$ cat config.mk
export PLATFORM = sky130hd
export DESIGN_NAME = ckc_div
export DESIGN_NICKNAME = d
export VERILOG_FILES = /design/src/ckc_pkg.sv /design/src/ckc_div.sv
export SDC_FILE = /design/constraint.sdc
export NUM_CORES = 1
export LEC_CHECK = 0
export ABC_CLOCK_PERIOD_IN_PS = 4200
export BUFFER_PORTS_ARGS = -buffer_cell sky130_fd_sc_hd__buf_2
export CAP_MARGIN = 20
export CORE_AREA = 2 2 78 80
export DETAILED_ROUTE_END_ITERATION = 10
export DIE_AREA = 0 0 80 82
export PLACE_DENSITY = 0.45
export REMOVE_ABC_BUFFERS = 1
export SETUP_SLACK_MARGIN = 0.1
export SLEW_MARGIN = 5
export SYNTH_ARGS = -nofsm -noshare
export SYNTH_HDL_FRONTEND = slang
export SYNTH_SLANG_ARGS = --single-unit
$ cat constraint.sdc
create_clock -name clk -period 4.2 [get_ports clk]
set_input_delay 0.84 -clock clk [delete_from_list [all_inputs] [get_ports clk]]
set_output_delay 0.84 -clock clk [all_outputs]
set_load 0.005 [all_outputs]
$ cat src/ckc_pkg.sv
// Shared types, constants and the pixel averaging function of the chroma key compositor.
package ckc_pkg;

  localparam int unsigned CH_W  = 8;
  localparam int unsigned PIX_W = 3 * CH_W;

  typedef logic [CH_W-1:0]  chan_t;
  typedef logic [PIX_W-1:0] pix_t;

  // action codes
  localparam logic [1:0] ACT_PIXEL   = 2'd0;
  localparam logic [1:0] ACT_BG_RST  = 2'd1;
  localparam logic [1:0] ACT_KEY_RST = 2'd2;

  // register indexes
  localparam logic CFG_THRESHOLD = 1'b0;
  localparam logic CFG_PPF       = 1'b1;

  localparam logic [6:0]  THRESHOLD_RST = 7'd30;
  localparam logic [17:0] PPF_RST       = 18'd76800;
  localparam pix_t        AVG_MASK      = 24'hFEFEFE;
  localparam logic [2:0]  BG_PHASES     = 3'd6;

  function automatic pix_t avg_pix(input pix_t a, input pix_t b);
    avg_pix = (a & b) + (((a ^ b) & AVG_MASK) >> 1);
  endfunction

endpackage

$ cat src/ckc_div.sv
// Restoring divider for one channel: 16-bit dividend, 8-bit quotient.
module ckc_div
  import ckc_pkg::*;
  (
  input  logic        clk,
  input  logic        rst_n,
  input  logic        start,
  input  logic [15:0] num,
  input  chan_t       den,
  output chan_t       quo,
  output logic        done
  );

  logic        busy_r, busy_nxt;
  logic        done_r, done_nxt;
  logic [2:0]  cnt_r, cnt_nxt;
  chan_t       rem_r, rem_nxt;
  chan_t       sh_r, sh_nxt;
  chan_t       q_r, q_nxt;
  logic [8:0]  trial;

  always_comb begin
    busy_nxt = busy_r;
    done_nxt = 1'b0;
    cnt_nxt  = cnt_r;
    rem_nxt  = rem_r;
    sh_nxt   = sh_r;
    q_nxt    = q_r;
    trial    = {rem_r, sh_r[CH_W-1]};
    if (start) begin
      // quotient fits in 8 bits, so the high byte is already below den
      busy_nxt = 1'b1;
      cnt_nxt  = 3'd0;
      rem_nxt  = num[15:8];
      sh_nxt   = num[7:0];
    end else if (busy_r) begin
      if (trial >= {1'b0, den}) begin
        rem_nxt = 8'(trial - {1'b0, den});
        q_nxt   = {q_r[CH_W-2:0], 1'b1};
      end else begin
        rem_nxt = trial[7:0];
        q_nxt   = {q_r[CH_W-2:0], 1'b0};
      end
      sh_nxt  = {sh_r[CH_W-2:0], 1'b0};
      cnt_nxt = cnt_r + 3'd1;
      if (cnt_r == 3'd7) begin
        busy_nxt = 1'b0;
        done_nxt = 1'b1;
      end
    end
  end

  always_ff @(posedge clk) begin
    if (!rst_n) begin
      busy_r <= 1'b0;
      done_r <= 1'b0;
      cnt_r  <= 3'd0;
    end else begin
      busy_r <= busy_nxt;
      done_r <= done_nxt;
      cnt_r  <= cnt_nxt;
    end
    rem_r <= rem_nxt;
    sh_r  <= sh_nxt;
    q_r   <= q_nxt;
  end

  assign quo  = q_r;
  assign done = done_r;

endmodule

==> metrics.md, run 1 <==
| Metric | Value |
|---|---|
| Die X-Extent | 80 um |
| Crit path setup slack, layout | 1.79 ns |
| Hold Path Stages | 0 |
| TNS Setup | 0 ns |
| Peak Freq | around 0.42 GHz |
| Area Overhead vs Synth | 20.0% |
| Row cnt | 28 |
| Critical Path Fanout Max | 8 |
| Dominant cell type by area after synthesis | edfxtp_1 |
| Most frequent cells after synthesis | edfxtp_1 (24), nor2_1 (14), inv_1 (12) |
| Cells after Synth | around 150 |
| Setup WS pre-CTS | approximately 1.5 ns |
| Iteration-0 DRC Markers | 47 |
| Port bufs | 35 |
| Post_cts resized | 0 |
| Synth cell types | 42 |
| Primary FF master, synth | edfxtp_1 |
| Final Cell Area | a little over 2000 sq um |
| Die area | approximately 6600 sq um |
| R2r endpoint | rem_r[3] |
| Max Cap Violations | 0 |
| Tot GR Track Use | 11.4% |
| Placed cells | 256 |
| PwrDens | around 420 nW/um^2 |
| Final setup viols | 0 |
| FF-to-FF path depth | 6 |
| CP Class | input port to register |
| DR pass1 iterations | 4 |
| Min-Delay Path Class | register to register |
| Worst hold endpoint | quo[1] |
| Number of buffers created by CTS | 5 |
| Antenna Cells | 0 |
| Wirelength per Cell | around 13 um |
| Count leader, synth | edfxtp_1 |
| Worst VDD drop | between 0.2 and 0.3 mV |
| Vias | between 1000 and 1500 |
| Worst Skew | about 0.0075 ns |
| Reg clk slew, reported paths | 0.06 ns |
| Layout cells sized above 1 | a little under a third |
| Final hold vios | 0 |
| FF+latch count, synth | 29 |
| Drt drc | 0 |
| Placer Congestion | between 0.7 and 0.8 |
| Worst-Margin Slew | between 0.7 and 0.8 ns |
| Yosys Warn Count | 0 |
| H-tree depth | 2 |
| Period Utilization, post-route | approximately 57% |
| Antenna violations before repair | 0 |
| Startpoint Class | input port |
| Critical path endpoint category | register |
| Fin util | a little over a third |
| # hold bufs at CTS | 0 |
| First-pass GRT wire length | between 5000 and 6000 um |
| Minimum hold slack | approximately 0.45 ns |
| Die height | around 80 um |
| Leak pwr | ~0.82 nW |
| Status | finished clean |
| Total power | approximately 0.85 mW |
| Synth async-reset ratio | 0% |
| CP Data Required Time | about 4.2 ns |
| Post-synth EDFFs | 24 |
| Max-slew headroom | 52.9% |
| Vias/cell | between 4 and 5 |
| Register area share after synthesis | 49.0% |
| Final wirelength | about 3400 um |
| Number of global-route vias before repair | between 1000 and 1500 |
| Post-CTS setup buffer count | 0 |
| Largest net degree at the start of global routing | 18 |
| Core area | ~5700 sq um |
| CTS tree | built |
| Clk Latency, worst-skew pair | 0.28 ns |
| RSZ-0062 raised after global routing | no |
| Final Max Slew Viols | 0 |
| Clk sinks | 29 |
| Nets@finish | about 230 |
| Synth top area cells | edfxtp_1 (43%), ha_1 (7.5%), dfxtp_1 (6.0%), mux2_2 (4.7%), nor2_1 (3.1%) |
| Cell Area, Synth | around 1700 sq um |
| R2r startpoint | rem_r[0] |
| Initial Util | 29.2% |
| Critical path arrival | 2.40 ns |
| Synth Area per Inst | roughly 11 sq um |
| Max clock buf depth | 2 |
| Setup slack, reg-to-reg | around 2.1 ns |
| Root Buffer | clkbuf_8 |
| Cell Count, Final, Fillers Out | 264 |
| IO Pins | 36 |
| Top-area cell type share of the netlist area | between 40% and 50% |
| Detail Route Antenna Nets | 0 |
| Detail Placement HPWL | 2690 um |
| Hold Path Origin | quo[0] |
| Min Tclk post-route | between 2 and 2.5 ns |
| Placed cell areas | slightly below 2000 sq um |
| Congestion Overflow GR | 0 |
cells by family (layout without fill, tap and decap cells):
family          after synthesis  after routing  share of synthesized area [%]
simple gates                 45             45                           13.7
compound gates               35             35                           16.1
flops                        29             29                           49.0
buf+inv                      17             55                           3.88
fa+ha+maj                    11             11                           8.66
mux                          11             11                           7.10
xor+xnor                      3              3                           1.57
critical path, stage by stage:
cell	delay, ns
buf_2	0.10
inv_1	0.04
ha_1	0.30
nor2b_4	0.13
o31a_2	0.34
o21a_1	0.29
o21ai_0	0.23
a31oi_1	0.12
how the worst max path moves through the flow:
stage	start	endpoint
floorplan	den[1]	rem_r[0]
global placement	den[1]	rem_r[4]
detailed placement	den[1]	rem_r[1]
CTS	den[1]	rem_r[1]
global route	den[0]	rem_r[6]
finish	den[1]	rem_r[3]
flip-flops by register name, indices dropped and copies added, names as in the netlist:
name and flops:
quo 8, rem_r 8, sh_r 8, cnt_r 3, busy_r 1, done 1
cell usage in the layout (no fill, tap or decap), types with 2 or more instances in the layout:
master,count
clkinv_2,2
inv_1,12
nor4_1,2
a311oi_1,2
xnor2_1,2
nand2_1,9
o21ai_0,10
o22ai_1,2
nor2_1,14
nand2b_1,3
nor2b_1,2
ha_1,10
buf_2,35
o211ai_1,2
dfxtp_1,5
mux2_2,7
o21a_1,3
and2_1,2
clkbuf_8,5
nand3_1,6
mux2i_1,4
a31oi_1,5
edfxtp_1,24
power breakdown:
group	leakage, nW	internal [mW]	switching (mW)
logic	0.504	0.115	0.148
registers	0.275	0.352	0.0183
clock network	0.0439	0.114	0.107
total	0.824	0.581	0.273
cell type report:
cell class,instances,area (sq um)
clock buffers,5,68.8
clock inverters,3,17.5
flip-flops and latches,29,821
fillers,593,3730
inverters,12,45.0
well taps,75,93.8
multi-input cells,105,790
repair buffers,35,175
layer usage:
layer  vias up  GRT usage, %  wire length, um
met5         -             0                0
met4         0          4.58               44
met3         4          3.52              150
met2        25          18.4             1600
li1        632             -                -
met1       571          14.3             1650
Note: power is estimated with default switching activity, not from simulation.
==> run 2: changes to the inputs <==
Settings changed: ABC_CLOCK_PERIOD_IN_PS 4200 to 2200, PLACE_DENSITY 0.45 to 0.47.
Clock period 4.2 ns to 2.2 ns, I/O delays scaled along.
==> metrics.md, run 2 (synthesized netlist as in run 1, its figures left out) <==
| Metric | Value |
|---|---|
| Max-slew headroom | 69.9% (+17 points) |
| Final hold vios | 0 (unchanged) |
| Most frequent CP cell | o21ai_0 |
| Cell Chain, Critical Path | ha_1, nor2b_4, o31a_2, o21ai_0, xor2_1, o21ai_0 |
| First-pass GRT wire length | 6000 um (+6.5%) |
| Antenna violations before repair | 0 (unchanged) |
| Placed cell areas | 1980 sq um (+2.7%) |
| Fin util | 37.7% (+2.7 points) |
| Congestion Overflow GR | 0 (unchanged) |
| Area Overhead vs Synth | 29.1% |
| Total power | 1.82 mW (+110%) |
| Setup slack, reg-to-reg | 0.16 ns (-1.91 ns) |
| Worst VDD drop | 0.302 mV (+12%) |
| Hold Path Origin | rst_n |
| Largest net degree at the start of global routing | 18 (unchanged) |
| CP Data Required Time | 2.21 ns (-1.99 ns) |
| Most frequent cells in the layout | buf_2 (35), edfxtp_1 (24), nor2_1 (14), inv_1 (12), buf_4 (10) |
| Nets@finish | 236 (+4.4%) |
| IO Pins | 36 (unchanged) |
| Vias/cell | 4.77 (+2.2%) |
| CP max stage cell | edfxtp_1 |
| Row cnt | 28 (unchanged) |
| Min Tclk post-route | 2.04 ns |
| Startpoint Class | register |
| Port bufs | 35 (unchanged) |
| Core area | 5750 sq um (unchanged) |
| R2r endpoint | rem_r[7] |
| Vias | 1307 (+6.1%) |
| Die X-Extent | 80 um (unchanged) |
| CP Class | register to register |
| Setup WS pre-CTS | -0.0624 ns (-1.56 ns) |
| Drt drc | 0 (unchanged) |
| FF-to-FF path depth | 6 (unchanged) |
| Wirelength per Cell | 13.9 um (+6.7%) |
| Peak Freq | 0.491 GHz |
| Critical Path Fanout Max | 5 (-3) |
| H-tree depth | 2 (unchanged) |
| Reg clk slew, reported paths | 0.06 ns (about the same) |
| Placed cells | 263 (+2.7%) |
| R2r startpoint | rem_r[0] |
| Worst Skew | 0.00556 ns (-0.00194 ns) |
| Min-Delay Path Class | input port to register |
| DR pass1 iterations | 4 (unchanged) |
| Clk Latency, worst-skew pair | 0.28 ns (about the same) |
| Max Cap Violations | 0 (unchanged) |
| Layout cells sized above 1 | 37.7% (+6.5 points) |
| Iteration-0 DRC Markers | 60 (+28%) |
| Root Buffer | clkbuf_8 |
| Worst hold endpoint | done |
| Die height | 82 um (unchanged) |
| Initial Util | 29.2% (unchanged) |
| Period Utilization, post-route | roughly 93% |
| Clk sinks | 29 (unchanged) |
| Worst-Margin Slew | 0.450 ns (-0.254 ns) |
| Antenna Cells | 0 (unchanged) |
| CTS tree | built |
| Detail Placement HPWL | 2810 um (+4.4%) |
| Number of buffers created by CTS | 5 (unchanged) |
| # hold bufs at CTS | 0 (unchanged) |
| CP max stage delay | 0.42 ns (+0.08 ns) |
| Final wirelength | 3820 um (+11%) |
| Max clock buf depth | 2 (unchanged) |
| Leak pwr | 0.894 nW (+8.5%) |
| Detail Route Antenna Nets | 0 (unchanged) |
| Number of global-route vias before repair | 1309 (+6.4%) |
| Final setup viols | 0 (unchanged) |
| PwrDens | 843 nW/um^2 (+98%) |
| Cell Count, Final, Fillers Out | 274 (+3.8%) |
| Final Max Slew Viols | 0 (unchanged) |
| Crit path setup slack, layout | 0.165 ns (-1.63 ns) |
| Critical path endpoint category | register |
| Die area | 6560 sq um (unchanged) |
| RSZ-0062 raised after global routing | yes |
| Hold Path Stages | 2 (+2) |
| Tot GR Track Use | 12.3% (+0.84 points) |
| Final Cell Area | 2160 sq um (+7.6%) |
| Placer Congestion | 0.755 (-3.0%) |
| Commonest non-fill, non-tap cell in the layout | buf_2 |
| Critical path arrival | 2.05 ns (-0.35 ns) |
| Status | finished clean |
run 2: final cells by class:
class                   count  area [sq um]
fillers                   592          3580
multi-input cells         105           842
flip-flops and latches     29           821
repair buffers             45           250
clock buffers               8           111
well taps                  75          93.8
inverters                  12          45.0
run 2: per-layer routing:
metal | share of wire (%) | global-route usage, % | wire length (um) | up-vias
met5 | 0 | 0 | 0 | -
met4 | 1.4 | 5.08 | 52 | 0
met3 | 5.3 | 4.18 | 201 | 5
met2 | 51 | 21.2 | 1940 | 32
met1 | 43 | 13.9 | 1630 | 622
li1 | - | - | - | 648
run 2: stage by stage:
stage / hold slack (ns) / setup TNS, ns
after floorplan: 0.452 / 0
after global placement: 0.433 / -0.00814
after detailed placement: 0.435 / -0.151
after CTS: 0.409 / 0
after global routing: 0.429 / 0
final: 0.414 / 0
run 2: what timing repair did:
action	in CTS	in global routing
pin swaps	1	6
endpoints found under the setup margin	3	8
setup buffers	1	2
gates resized for setup	3	8
run 2: worst max-delay path by stage:
| stage | startpoint | depth (start not counted) | slack [ns] | to |
|---|---|---|---|---|
| final | rem_r[0] | 6 | 0.16 | rem_r[7] |
| after global routing | rem_r[0] | 6 | 0.06 | rem_r[1] |
| after CTS | rem_r[0] | 6 | 0.14 | rem_r[0] |
| after detailed placement | den[1] | 8 | -0.06 | rem_r[1] |
| after global placement | den[1] | 8 | -0.008 | rem_r[3] |
| after floorplan | den[1] | 7 | 0.18 | rem_r[0] |
run 2: critical path: cells and delay by family (launching register included):
family                   cells  cell delay, ns
AO/OA/AOI/OAI                3            0.74
flip-flops                   1            0.42
adder cells (fa/ha/maj)      1            0.31
XOR/XNOR                     1            0.17
AND/OR/NAND/NOR              1            0.13
run 2: report_power, final:
group	switching [mW]	internal [mW]
Combinational	0.315	0.274
Clock	0.202	0.323
Sequential	0.0380	0.672
==> run 3: changes to the inputs <==
Settings changed: ABC_CLOCK_PERIOD_IN_PS 2200 to 2000, HOLD_SLACK_MARGIN set to 0.1, PLACE_DENSITY 0.47 to 0.45, REMOVE_ABC_BUFFERS 1 to not set.
Clock period 2.2 ns to 2 ns, I/O delays scaled along.
==> metrics.md, run 3 (synthesized netlist as in run 1, its figures left out) <==
| Metric | Value |
|---|---|
| Status | finished clean |
| Max clock buf depth | 2 (unchanged) |
| Critical Path Fanout Max | 8 (+3) |
| H-tree depth | 2 (unchanged) |
| Final hold vios | 0 (unchanged) |
| # fillers | 597 (+0.84%) |
| Final setup viols | 0 (unchanged) |
| Critical path arrival | 1.96 ns (-0.09 ns) |
| Port bufs | 35 (unchanged) |
| Die height | 82 um (unchanged) |
| Worst VDD drop | 0.387 mV (+28%) |
| Crit path setup slack, layout | 0.0359 ns (-0.129 ns) |
| Vias/cell | 4.75 (-0.35%) |
| Area Overhead vs Synth | 39.6% |
| First-pass GRT wire length | 6480 um (+7.9%) |
| Final Max Slew Viols | 0 (unchanged) |
| Iteration-0 DRC Markers | 59 (-1.7%) |
| Reg clk slew, reported paths | 0.07 ns (about the same) |
| RSZ-0062 raised after global routing | yes |
| Peak Freq | 0.509 GHz (+3.6%) |
| Clk sinks | 29 (unchanged) |
| Root Buffer | clkbuf_8 |
| Max Cap Violations | 0 (unchanged) |
| Post-Syn Nets | around 190 |
| Antenna Cells | 0 (unchanged) |
| Final wirelength | 3940 um (+3.1%) |
| Min-Delay Path Class | input port to register |
| Wirelength per Cell | 13.9 um (-0.51%) |
| Critical path endpoint category | register |
| Layout cells sized above 1 | 47.4% (+9.7 points) |
| Tot GR Track Use | 13.0% (+0.77 points) |
| Fin util | 40.7% (+3.0 points) |
| Min Tclk post-route | 1.96 ns (-0.0712 ns) |
| Clk Latency, worst-skew pair | 0.28 ns (about the same) |
| Wl on met1 | 1740 um (+7.2%) |
| CTS tree | built |
| Leak pwr | 0.945 nW (+5.7%) |
| Initial Util | 29.2% (unchanged) |
| Top Layer Used | met4 |
| Largest net degree at the start of global routing | 18 (unchanged) |
| Antenna violations before repair | 0 (unchanged) |
| Period Utilization, post-route | 98.2% (+5.7 points) |
| Detail Route Antenna Nets | 0 (unchanged) |
| PwrDens | 885 nW/um^2 (+5.0%) |
| DR pass1 iterations | 4 (unchanged) |
| Nets@finish | 246 (+4.2%) |
| Row cnt | 28 (unchanged) |
| Commonest non-fill, non-tap cell in the layout | buf_2 |
| Max-slew headroom | 66.0% (-3.9 points) |
| CP Data Required Time | 2.00 ns (-0.21 ns) |
| Number of buffers created by CTS | 5 (unchanged) |
| Placer Congestion | 0.823 (+9.0%) |
| Core area | 5750 sq um (unchanged) |
| Worst-Margin Slew | 0.510 ns (+0.0591 ns) |
| Drt drc | 0 (unchanged) |
| Met3 WL post-DR | 164 um (-18%) |
| Congestion Overflow GR | 0 (unchanged) |
| Die area | 6560 sq um (unchanged) |
| Startpoint Class | register |
| Setup WS pre-CTS | -0.159 ns (-0.0966 ns) |
| Detail Placement HPWL | 2880 um (+2.4%) |
| Die X-Extent | 80 um (unchanged) |
| Number of global-route vias before repair | 1398 (+6.8%) |
| IO Pins | 36 (unchanged) |
| Worst Skew | 0.0114 ns (+0.00581 ns) |
| CP Class | register to register |
| Vias | 1350 (+3.3%) |
| Routed wl met2 | 1980 um (+2.4%) |
| Most frequent cells in the layout | buf_2 (35), edfxtp_1 (24), buf_4 (16), nor2_1 (13), inv_1 (11) |
run 3: cell types whose count changed in the layout (fill, tap and decap cells not counted), sizes merged:
cell | previous run | this run
clkbuf | 8 | 5
buf | 45 | 55
clkinvlp | 0 | 1
clkinv | 0 | 2
run 3: area by class of cell:
cell class	count	area (sq um)	share of cell area [%]
clock buffers	5	68.8	2.94
clock inverters	3	17.5	0.749
inverters	12	45.0	1.93
multi-input cells	105	952	40.7
flip-flops and latches	29	821	35.1
well taps	75	93.8	4.01
repair buffers	55	340	14.6
run 3: through the flow:
stage                     hold WS (ns)  instances  TNS (ns)  total power, mW  instance area, sq um
after floorplan                  0.452        151         0             1.23                  1710
after global placement           0.430        272    -0.842             1.46                  2080
after global routing             0.372        284    -0.122             2.20                  2340
after CTS                        0.367        282         0             2.01                  2240
final                            0.373        284         0             2.07                  2340
after detailed placement         0.437        272    -0.995             1.47                  2080
run 3: final timing paths:
kind / from / to / slack [ns] / cells past startpoint
worst max register to register: rem_r[0] / rem_r[5] / 0.04 / 6
worst max-delay path: rem_r[0] / rem_r[5] / 0.04 / 6
worst min-delay path: rst_n / done / 0.37 / 2
worst min register to register: quo[3] / quo[4] / 0.45 / 0
run 3: timing repair:
action	CTS	global route
buffers inserted	2	2
resized for setup	13	16
pin swaps	5	8
endpoints found under the setup margin	9	9
hold buffers	0	0
cloned	0	0
run 3: layer usage:
metal	global-route usage [%]	vias up
met2	22.3	38
met3	3.30	6
met5	0	-
met4	4.92	0
met1	15.8	637
li1	-	669
run 3: critical path: stages, from the launching register on:
cell and delay, ns:
edfxtp_1 0.46, ha_4 0.25, nor2b_4 0.12, o31a_4 0.31, o21a_4 0.28, o22ai_2 0.17
a31oi_1 0.10
run 3: power by group:
group | total (mW) | switching, mW | internal [mW]
Sequential | 0.788 | 0.0496 | 0.739
Clock | 0.480 | 0.240 | 0.240
Combinational | 0.801 | 0.382 | 0.420
Total | 2.07 | 0.672 | 1.40
